File: config.mk
export PLATFORM = sky130hd
export DESIGN_NAME = dft_band_power_led_hold
export DESIGN_NICKNAME = d
export VERILOG_FILES = /design/src/design/dbplh_pkg.sv /design/src/design/dbplh_ctrl.sv /design/src/design/dbplh_datapath.sv /design/src/design/dft_band_power_led_hold.sv
export SDC_FILE = /design/constraint.sdc
export NUM_CORES = 2
export LEC_CHECK = 0
export BUFFER_PORTS_ARGS = -buffer_cell sky130_fd_sc_hd__buf_2
export CAP_MARGIN = 10
export CORE_MARGIN = 3
export CORE_UTILIZATION = 55
export DETAILED_ROUTE_END_ITERATION = 8
export GPL_ROUTABILITY_DRIVEN = 0
export PLACE_DENSITY_LB_ADDON = 0.05
export SYNTH_ARGS = -nofsm -noshare
export SYNTH_HDL_FRONTEND = slang
export SYNTH_SLANG_ARGS = --single-unit
File: constraint.sdc
create_clock -name clock -period 9.5 [get_ports clock]
set_input_delay 1.9 -clock clock [delete_from_list [all_inputs] [get_ports clock]]
set_output_delay 1.9 -clock clock [all_outputs]
set_load 0.01 [all_outputs]
File: src/design/dbplh_pkg.sv
// Shared constants, command struct and cosine table for the DFT band-power LED block.
// No dependencies; every other design file imports this package.
`timescale 1ns / 1ps

package dbplh_pkg;

   localparam int FRAME_SIZE    = 32;
   localparam int IDX_W         = $clog2(FRAME_SIZE);
   localparam int CNT_W         = IDX_W + 1;
   localparam int LED_COUNT     = 8;
   localparam int LED_W         = 3;
   localparam int TWIDDLE_SHIFT = 6;
   localparam int SMP_W         = 8;
   localparam int TW_W          = 8;
   localparam int ACC_W         = 16;
   localparam int SQ_W          = 2 * ACC_W;
   localparam int POW_SHIFT     = 2 * IDX_W;
   localparam int POW_W         = 16;
   localparam int HOLD_W        = 8;
   localparam int CSR_ADDR_W    = 1;
   localparam int CSR_DATA_W    = 16;
   localparam int RSP_DATA_W    = 32;

   // sine term is read a three-quarter turn ahead of the cosine term
   localparam logic [IDX_W-1:0] SIN_OFFSET = IDX_W'(3 * FRAME_SIZE / 4);
   // the last LED ends up with the top bin
   localparam logic [IDX_W-1:0] TOP_BIN    = IDX_W'(FRAME_SIZE / 2);

   localparam logic [CSR_ADDR_W-1:0] REG_POWER_THRESHOLD = 1'd0;
   localparam logic [CSR_ADDR_W-1:0] REG_HOLD_MAX        = 1'd1;

   localparam logic [HOLD_W-1:0] HOLD_MAX_RESET = 8'd16;

   typedef struct packed {
      logic             smp_we;   // store one sample at addr
      logic [IDX_W-1:0] addr;     // sample store address
      logic             issue;    // read one sample and twiddle pair
      logic             acc_clr;  // first term of a bin
      logic             square;   // square both accumulators
      logic             update;   // finish bin: power, hold, output register
      logic [LED_W-1:0] bin;      // LED being computed
   } cmd_type;

   // 64 * cos(2*pi*m/32), truncated toward zero
   function automatic logic signed [TW_W-1:0] twiddle(input logic [IDX_W-1:0] m);
      logic signed [TW_W-1:0] v;
      case (m)
         5'd0:  v = 8'sd64;
         5'd1:  v = 8'sd62;
         5'd2:  v = 8'sd59;
         5'd3:  v = 8'sd53;
         5'd4:  v = 8'sd45;
         5'd5:  v = 8'sd35;
         5'd6:  v = 8'sd24;
         5'd7:  v = 8'sd12;
         5'd8:  v = 8'sd0;
         5'd9:  v = -8'sd12;
         5'd10: v = -8'sd24;
         5'd11: v = -8'sd35;
         5'd12: v = -8'sd45;
         5'd13: v = -8'sd53;
         5'd14: v = -8'sd59;
         5'd15: v = -8'sd62;
         5'd16: v = -8'sd64;
         5'd17: v = -8'sd62;
         5'd18: v = -8'sd59;
         5'd19: v = -8'sd53;
         5'd20: v = -8'sd45;
         5'd21: v = -8'sd35;
         5'd22: v = -8'sd24;
         5'd23: v = -8'sd12;
         5'd24: v = 8'sd0;
         5'd25: v = 8'sd12;
         5'd26: v = 8'sd24;
         5'd27: v = 8'sd35;
         5'd28: v = 8'sd45;
         5'd29: v = 8'sd53;
         5'd30: v = 8'sd59;
         5'd31: v = 8'sd62;
         default: v = 8'sd0;
      endcase
      return v;
   endfunction

endpackage

File: src/design/dbplh_ctrl.sv
// Sequencer for the DFT band-power LED block: sample collection, per-bin
// multiply-accumulate sweep, power and hold update, result hand-off. Uses dbplh_pkg.
`timescale 1ns / 1ps

module dbplh_ctrl (
   input  logic              clock,
   input  logic              reset,
   input  logic              req_tvalid,
   output logic              req_tready,
   output logic              rsp_tvalid,
   input  logic              rsp_tready,
   output dbplh_pkg::cmd_type cmd
);
   import dbplh_pkg::*;

   localparam logic [2:0] ST_COLLECT = 3'd0;
   localparam logic [2:0] ST_MAC     = 3'd1;
   localparam logic [2:0] ST_SQUARE  = 3'd2;
   localparam logic [2:0] ST_POWER   = 3'd3;
   localparam logic [2:0] ST_EMIT    = 3'd4;

   logic [2:0]       state_ff, state_in;
   logic [CNT_W-1:0] cnt_ff, cnt_in;
   logic [LED_W-1:0] bin_ff, bin_in;

   always_ff @(posedge clock) begin
      if (reset) begin
         state_ff <= ST_COLLECT;
         cnt_ff   <= '0;
         bin_ff   <= '0;
      end else begin
         state_ff <= state_in;
         cnt_ff   <= cnt_in;
         bin_ff   <= bin_in;
      end
   end

   always_comb begin
      state_in    = state_ff;
      cnt_in      = cnt_ff;
      bin_in      = bin_ff;
      req_tready  = 1'b0;
      rsp_tvalid  = 1'b0;
      cmd         = '0;
      cmd.addr    = cnt_ff[IDX_W-1:0];
      cmd.bin     = bin_ff;
      case (state_ff)
         ST_COLLECT: begin
            req_tready = 1'b1;
            cmd.smp_we = req_tvalid;
            if (req_tvalid) begin
               if (cnt_ff == CNT_W'(FRAME_SIZE - 1)) begin
                  cnt_in   = '0;
                  bin_in   = '0;
                  state_in = ST_MAC;
               end else begin
                  cnt_in = cnt_ff + 1'b1;
               end
            end
         end
         ST_MAC: begin
            // one extra count drains the read and accumulate stage
            cmd.issue   = (cnt_ff != CNT_W'(FRAME_SIZE));
            cmd.acc_clr = (cnt_ff == '0);
            if (cnt_ff == CNT_W'(FRAME_SIZE)) begin
               state_in = ST_SQUARE;
               cnt_in   = '0;
            end else begin
               cnt_in = cnt_ff + 1'b1;
            end
         end
         ST_SQUARE: begin
            cmd.square = 1'b1;
            state_in   = ST_POWER;
         end
         ST_POWER: begin
            cmd.update = 1'b1;
            state_in   = ST_EMIT;
         end
         ST_EMIT: begin
            rsp_tvalid = 1'b1;
            if (rsp_tready) begin
               cnt_in = '0;
               if (bin_ff == LED_W'(LED_COUNT - 1)) begin
                  state_in = ST_COLLECT;
               end else begin
                  bin_in   = bin_ff + 1'b1;
                  state_in = ST_MAC;
               end
            end
         end
         default: begin
            state_in = ST_COLLECT;
            cnt_in   = '0;
         end
      endcase
   end

endmodule

File: src/design/dbplh_datapath.sv
// Datapath of the DFT band-power LED block: sample store, twiddle lookup,
// re/im multiply-accumulate, power, hold counters and result register. Uses dbplh_pkg.
`timescale 1ns / 1ps

module dbplh_datapath (
   input  logic                              clock,
   input  logic                              reset,
   input  dbplh_pkg::cmd_type                cmd,
   input  logic [dbplh_pkg::SMP_W-1:0]       req_sample,
   input  logic                              csr_we,
   input  logic [dbplh_pkg::CSR_ADDR_W-1:0]  csr_addr,
   input  logic [dbplh_pkg::CSR_DATA_W-1:0]  csr_wdata,
   output logic [dbplh_pkg::LED_W-1:0]       rsp_led_index,
   output logic [dbplh_pkg::POW_W-1:0]       rsp_band_power,
   output logic                              rsp_led_on,
   output logic [dbplh_pkg::HOLD_W-1:0]      rsp_hold_level,
   output logic                              rsp_last
);
   import dbplh_pkg::*;

   logic [SMP_W-1:0] smp_mem [FRAME_SIZE];

   logic [POW_W-1:0]  thr_ff;
   logic [HOLD_W-1:0] hold_max_ff;

   logic [IDX_W-1:0]        k_sel;
   logic [IDX_W-1:0]        phase_ff;
   logic [IDX_W-1:0]        cos_idx;
   logic signed [SMP_W-1:0] smp_ff;
   logic signed [TW_W-1:0]  tw_cos_ff, tw_sin_ff;
   logic                    issue_d_ff;

   logic signed [2*SMP_W-1:0] prod_re, prod_im;
   logic signed [ACC_W-1:0]   acc_re_ff, acc_im_ff;
   logic [SQ_W-1:0]           sq_re_ff, sq_im_ff;
   logic [SQ_W:0]             sq_sum, sq_scaled;
   logic [POW_W-1:0]          power;

   logic [HOLD_W-1:0] hold_ff [LED_COUNT];
   logic              lit_ff  [LED_COUNT];
   logic [HOLD_W-1:0] hold_cur, hold_in;
   logic              lit_in;

   logic [LED_W-1:0]  out_idx_ff;
   logic [POW_W-1:0]  out_pow_ff;
   logic              out_on_ff;
   logic [HOLD_W-1:0] out_hold_ff;
   logic              out_last_ff;

   always_ff @(posedge clock) begin
      if (reset) begin
         thr_ff      <= '0;
         hold_max_ff <= HOLD_MAX_RESET;
      end else if (csr_we) begin
         case (csr_addr)
            REG_POWER_THRESHOLD: thr_ff      <= csr_wdata;
            REG_HOLD_MAX:        hold_max_ff <= csr_wdata[HOLD_W-1:0];
            default: ;
         endcase
      end
   end

   always_ff @(posedge clock) begin
      if (cmd.smp_we) begin
         smp_mem[cmd.addr] <= req_sample;
      end
      if (cmd.issue) begin
         smp_ff <= $signed(smp_mem[cmd.addr]);
      end
   end

   // LEDs below the last one take bins 1..7, the last one takes the top bin
   assign k_sel   = (cmd.bin == LED_W'(LED_COUNT - 1)) ? TOP_BIN : IDX_W'(cmd.bin) + 1'b1;
   assign cos_idx = cmd.acc_clr ? '0 : phase_ff;

   always_ff @(posedge clock) begin
      if (reset) begin
         issue_d_ff <= 1'b0;
      end else begin
         issue_d_ff <= cmd.issue;
      end
   end

   always_ff @(posedge clock) begin
      if (cmd.issue) begin
         phase_ff  <= cos_idx + k_sel;
         tw_cos_ff <= twiddle(cos_idx);
         tw_sin_ff <= twiddle(cos_idx + SIN_OFFSET);
      end
   end

   assign prod_re = smp_ff * tw_cos_ff;
   assign prod_im = smp_ff * tw_sin_ff;

   always_ff @(posedge clock) begin
      if (cmd.acc_clr) begin
         acc_re_ff <= '0;
         acc_im_ff <= '0;
      end else if (issue_d_ff) begin
         acc_re_ff <= acc_re_ff + ACC_W'(prod_re >>> TWIDDLE_SHIFT);
         acc_im_ff <= acc_im_ff - ACC_W'(prod_im >>> TWIDDLE_SHIFT);
      end
   end

   always_ff @(posedge clock) begin
      if (cmd.square) begin
         sq_re_ff <= $unsigned(SQ_W'(acc_re_ff) * SQ_W'(acc_re_ff));
         sq_im_ff <= $unsigned(SQ_W'(acc_im_ff) * SQ_W'(acc_im_ff));
      end
   end

   assign sq_sum    = {1'b0, sq_re_ff} + {1'b0, sq_im_ff};
   assign sq_scaled = sq_sum >> POW_SHIFT;
   assign power     = (|sq_scaled[SQ_W:POW_W]) ? '1 : sq_scaled[POW_W-1:0];

   assign hold_cur = hold_ff[cmd.bin];

   always_comb begin
      hold_in = hold_cur;
      lit_in  = lit_ff[cmd.bin];
      if (power > thr_ff) begin
         if (hold_cur < hold_max_ff) begin
            hold_in = hold_cur + 1'b1;
         end
         lit_in = 1'b1;
      end else if (hold_cur != '0) begin
         hold_in = hold_cur - 1'b1;
      end else begin
         lit_in = 1'b0;
      end
   end

   always_ff @(posedge clock) begin
      if (reset) begin
         for (int i = 0; i < LED_COUNT; i++) begin
            hold_ff[i] <= '0;
            lit_ff[i]  <= 1'b0;
         end
      end else if (cmd.update) begin
         hold_ff[cmd.bin] <= hold_in;
         lit_ff[cmd.bin]  <= lit_in;
      end
   end

   always_ff @(posedge clock) begin
      if (cmd.update) begin
         out_idx_ff  <= cmd.bin;
         out_pow_ff  <= power;
         out_on_ff   <= lit_in;
         out_hold_ff <= hold_in;
         out_last_ff <= (cmd.bin == LED_W'(LED_COUNT - 1));
      end
   end

   assign rsp_led_index  = out_idx_ff;
   assign rsp_band_power = out_pow_ff;
   assign rsp_led_on     = out_on_ff;
   assign rsp_hold_level = out_hold_ff;
   assign rsp_last       = out_last_ff;

endmodule

File: src/design/dft_band_power_led_hold.sv
// Top level of the DFT band-power LED block: joins the sequencer and the datapath.
// Depends on dbplh_pkg, dbplh_ctrl and dbplh_datapath.
`timescale 1ns / 1ps

// Takes 32 signed 8-bit samples, one per cycle while req_tready is high. After the
// 32nd it computes the 32-point DFT power of bins 1..7 and 16, one bin at a time on
// a single multiply-accumulate pair fed by a one-port sample store: a sweep over the
// frame per bin, then a square step and an update of the LED hold counter, then the
// result waits in the output register until taken. req_tready stays low from the
// 32nd sample until the eighth result (tlast) is taken. Power is (re^2 + im^2) /
// 1024, saturated to 16 bits. Register 0 is the power threshold, register 1 the
// hold limit (reset 16); write them only while no frame is pending.
module dft_band_power_led_hold (
   input  logic                              clock,
   input  logic                              reset,
   input  logic                              req_tvalid,
   output logic                              req_tready,
   input  logic [7:0]                        req_tdata,  // [7:0] sample
   output logic                              rsp_tvalid,
   input  logic                              rsp_tready,
   // [2:0] led_index, [18:3] band_power, [19] led_on, [27:20] hold_level, [31:28] zero
   output logic [dbplh_pkg::RSP_DATA_W-1:0]  rsp_tdata,
   output logic                              rsp_tlast,
   input  logic                              csr_we,
   input  logic [dbplh_pkg::CSR_ADDR_W-1:0]  csr_addr,
   input  logic [dbplh_pkg::CSR_DATA_W-1:0]  csr_wdata
);
   import dbplh_pkg::*;

   cmd_type           cmd;
   logic [LED_W-1:0]  led_index;
   logic [POW_W-1:0]  band_power;
   logic              led_on;
   logic [HOLD_W-1:0] hold_level;

   dbplh_ctrl u_ctrl (
      .clock      (clock),
      .reset      (reset),
      .req_tvalid (req_tvalid),
      .req_tready (req_tready),
      .rsp_tvalid (rsp_tvalid),
      .rsp_tready (rsp_tready),
      .cmd        (cmd)
   );

   dbplh_datapath u_datapath (
      .clock          (clock),
      .reset          (reset),
      .cmd            (cmd),
      .req_sample     (req_tdata),
      .csr_we         (csr_we),
      .csr_addr       (csr_addr),
      .csr_wdata      (csr_wdata),
      .rsp_led_index  (led_index),
      .rsp_band_power (band_power),
      .rsp_led_on     (led_on),
      .rsp_hold_level (hold_level),
      .rsp_last       (rsp_tlast)
   );

   assign rsp_tdata = {4'b0000, hold_level, led_on, band_power, led_index};

endmodule

==> results.toml <==
[global_routing]
grt_max_degree = 70
antenna_found_initial = 1
grt_pass1_wl_microns = 170000
grt_pass1_vias = 30400
track_usage = 0.251
overflow = 0

[drt]
vias = 29500
drt_wl_total_microns = 106000
wl_per_cell_microns = 19.8
first_pass_iters = 7
antenna_left = 0
routed_via_density = 5.50
drc = 0
drtIter0Drc = 1905

[sta]
rsz0062_at_grt = "false"
skew_ns = 0.0945
period_needed_ns = 7.28
worstMarginPinSlew_ns = 1.19
max_freq_ghz = 0.137
fin_setup_tns_ns = 0
setup_violations = 0
slew_violations = 0
hold_viol = 0
fin_crit_sh = 0.767
timing.slew.headroom = 0.185

[floorplanning]
die_x_microns = 296
core_area_sq_mm = 0.0828
start_util = 0.561
num_io_pins = 65
dieHeight_microns = 296
die_area_sq_mm = 0.0879
rows = 105

[clocking]
post_cts_buffers = 0
cts_made_buffers = 57
path_clk_slew_ns = 0.07
cts_resized = 0
cts_sinks = 518
cts_hold_buf = 0
cts_root_buf = "clkbuf_16"
cts_buffer_depth = 3
clk_latency_ns = 0.68
htreeDepth = 2
cts_tree = "done"

[pwr]
switching_share = 0.470
p_sw_mw = 8.08
p_per_area_mw_per_mm2 = 346
comb_power_share = 0.676
vdd_drop_max_mv = 0.728
clkPwrFrac = 0.137
p_int_mw = 9.12
p_leak_nw = 21.9
seqPwrFrac = 0.187

[placed_design]
dpl-instance-area_sq_mm = 0.0477
io_buffers = 60
hpwl_microns = 82700

[worst_setup_path]
r2r_slack_ns = 2.22
worst-setup-path-type = "reg2reg"
start_kind = "flop"
rr_endpoint = "u_datapath.sq_im_ff[28]"
crit_fanout = 15
critical_path_required_ns = 9.83
critPathLaunch = "u_datapath.acc_im_ff[11]"
timing.rr.start = "u_datapath.acc_im_ff[11]"
crit_path_end_kind = "flop"
worstPathArrival_ns = 7.62
ff2ff_path_depth = 24

[worst_hold_path]
min-delay-start = "u_datapath.thr_ff[1]"
whs_endpoint = "u_datapath.thr_ff[1]"
hold_path.class = "reg2reg"
hold_depth = 2

[cells_and_area]
final_cell_area_sq_mm = 0.0497
fin_util = 0.600
seq_area_sq_mm = 0.0148
synthToLayoutAreaGrowth_pct = 7.02
num_antenna_cells = 0
multi_input_area_sq_mm = 0.0277
nFillCells = 6960
drive_gt1_frac = 0.0724
layout.nets = 5186

[logic_synthesis]
synth.top_cells.by_area = "edfxtp_1 29%, fa_1 25%, ha_1 8.7%, inv_1 7.1%, mux4_2 3.7%"
yosysTopAreaCell = "edfxtp_1"
syn_area_sq_mm = 0.0464
synthCells = 4239
ys.flop_type = "edfxtp_1"
syn_avg_cell_area_sq_um = 10.9
synthArstFlopShare = 0
synth_edf_count = 446
synth_seq_cells = 518
synth_cell_type_count = 100
yosysTopAreaCellShare = 0.289
ys_seq_area_frac = 0.320
yosysWarnings = 0

[run_status]
status = "finished, final reports clean"

[flow_run]
drv_cap = 0
-- layout by cell type, fill, tap and decap left out, types with 45 or more instances in the layout --
master,netlist,routed
nand2_1,311,311
nor2_1,259,258
mux4_2,76,76
fa_1,588,588
nor3_1,67,65
buf_2,6,60
and2_1,160,160
dfxtp_1,72,70
edfxtp_1,446,446
inv_1,875,875
o21ai_0,66,66
clkbuf_16,0,57
a21o_1,62,62
nand3_1,45,45
xnor2_1,114,114
a21oi_1,170,170
ha_1,324,324
-- cell usage after synthesis (45+ instances only) --
cell,number
nor2_1,259
nand3_1,45
a21oi_1,170
xnor2_1,114
nor3_1,67
inv_1,875
nand2_1,311
mux4_2,76
a21o_1,62
edfxtp_1,446
and2_1,160
fa_1,588
o21ai_0,66
clkbuf_1,105
ha_1,324
dfxtp_1,72
-- critical path, stage by stage (launching register included) --
cell and delay (ns):
dfxtp_1 0.75, clkinv_1 0.54, nor2_1 0.29, inv_1 0.09
fa_1 0.50, inv_1 0.05, fa_1 0.52, inv_1 0.05
fa_1 0.49, inv_1 0.05, fa_1 0.44, fa_1 0.51
inv_1 0.04, fa_1 0.48, inv_1 0.04, ha_1 0.35
a21o_1 0.20, a21o_1 0.17, a21o_1 0.20, a21oi_1 0.15
o21ai_0 0.19, o211ai_1 0.33, a221o_1 0.25, mux2i_1 0.19
nand2_1 0.07
-- state kept, by name (all words and copies together) (netlist names), 16 cells and up, named ones only --
signal and flops:
u_datapath.acc_im_ff 16, u_datapath.acc_re_ff 16, u_datapath.hold_ff 64, u_datapath.rsp_band_power 16, u_datapath.smp_mem 256, u_datapath.sq_im_ff 30
u_datapath.sq_re_ff 30, u_datapath.thr_ff 16
-- cells by family after synthesis --
logic type	count (synthesis)	synth area share
xor+xnor	151	0.0287
simple gates	1012	0.105
fa+ha+maj	912	0.341
compound gates	507	0.0727
other cells	1	0.0000808
flops	518	0.320
buf+inv	1020	0.0840
mux	118	0.0488
-- power by group through the flow --
stage / clock [mW] / sequential (mW) / combinational (mW)
after floorplan: 0 / 3.08 / 8.45
after global placement: 0 / 3.25 / 11.5
after detailed placement: 0 / 3.26 / 11.5
after CTS: 2.41 / 3.21 / 11.6
after global routing: 2.49 / 3.23 / 13.1
final: 2.35 / 3.22 / 11.6
-- worst max path at each step --
stage | endpoint | slack (ns) | depth (start not counted)
3_5_place_dp | u_datapath.sq_im_ff[28] | 2.35 | 24
5_1_grt | u_datapath.sq_im_ff[28] | 1.87 | 24
6_report | u_datapath.sq_im_ff[28] | 2.22 | 24
4_1_cts | u_datapath.sq_im_ff[28] | 2.28 | 24
3_3_place_gp | u_datapath.sq_re_ff[31] | 2.40 | 23
2_1_floorplan | u_datapath.acc_im_ff[14] | 2.93 | 25
-- layout make-up --
type,count,share of cell area
multi-input combinational,2704,0.558
sequential,518,0.299
inverter,882,0.0667
clock buffer,65,0.0293
tap,1070,0.0270
clock inverter,43,0.0112
timing repair buffer,81,0.00922
-- per-layer routing --
metal / share of wire / global-route usage / vias to the layer above
met5: 0.00059 / 0.00542 / -
met2: 0.45 / 0.385 / 765
li1: - / - / 13900
met1: 0.47 / 0.378 / 14800
met4: 0.021 / 0.0544 / 2
met3: 0.065 / 0.0455 / 120
-- metrics by stage --
step,std cells,worst slack (ns),hold WS [ns],power [mW]
after floorplan,4242,2.93,0.435,11.5
final,5363,2.22,0.456,17.2
after global routing,5363,1.87,0.479,18.9
after global placement,5255,2.40,0.444,14.7
after CTS,5363,2.28,0.455,17.2
after detailed placement,5255,2.35,0.447,14.8
Power figures use the tool's default switching activity.
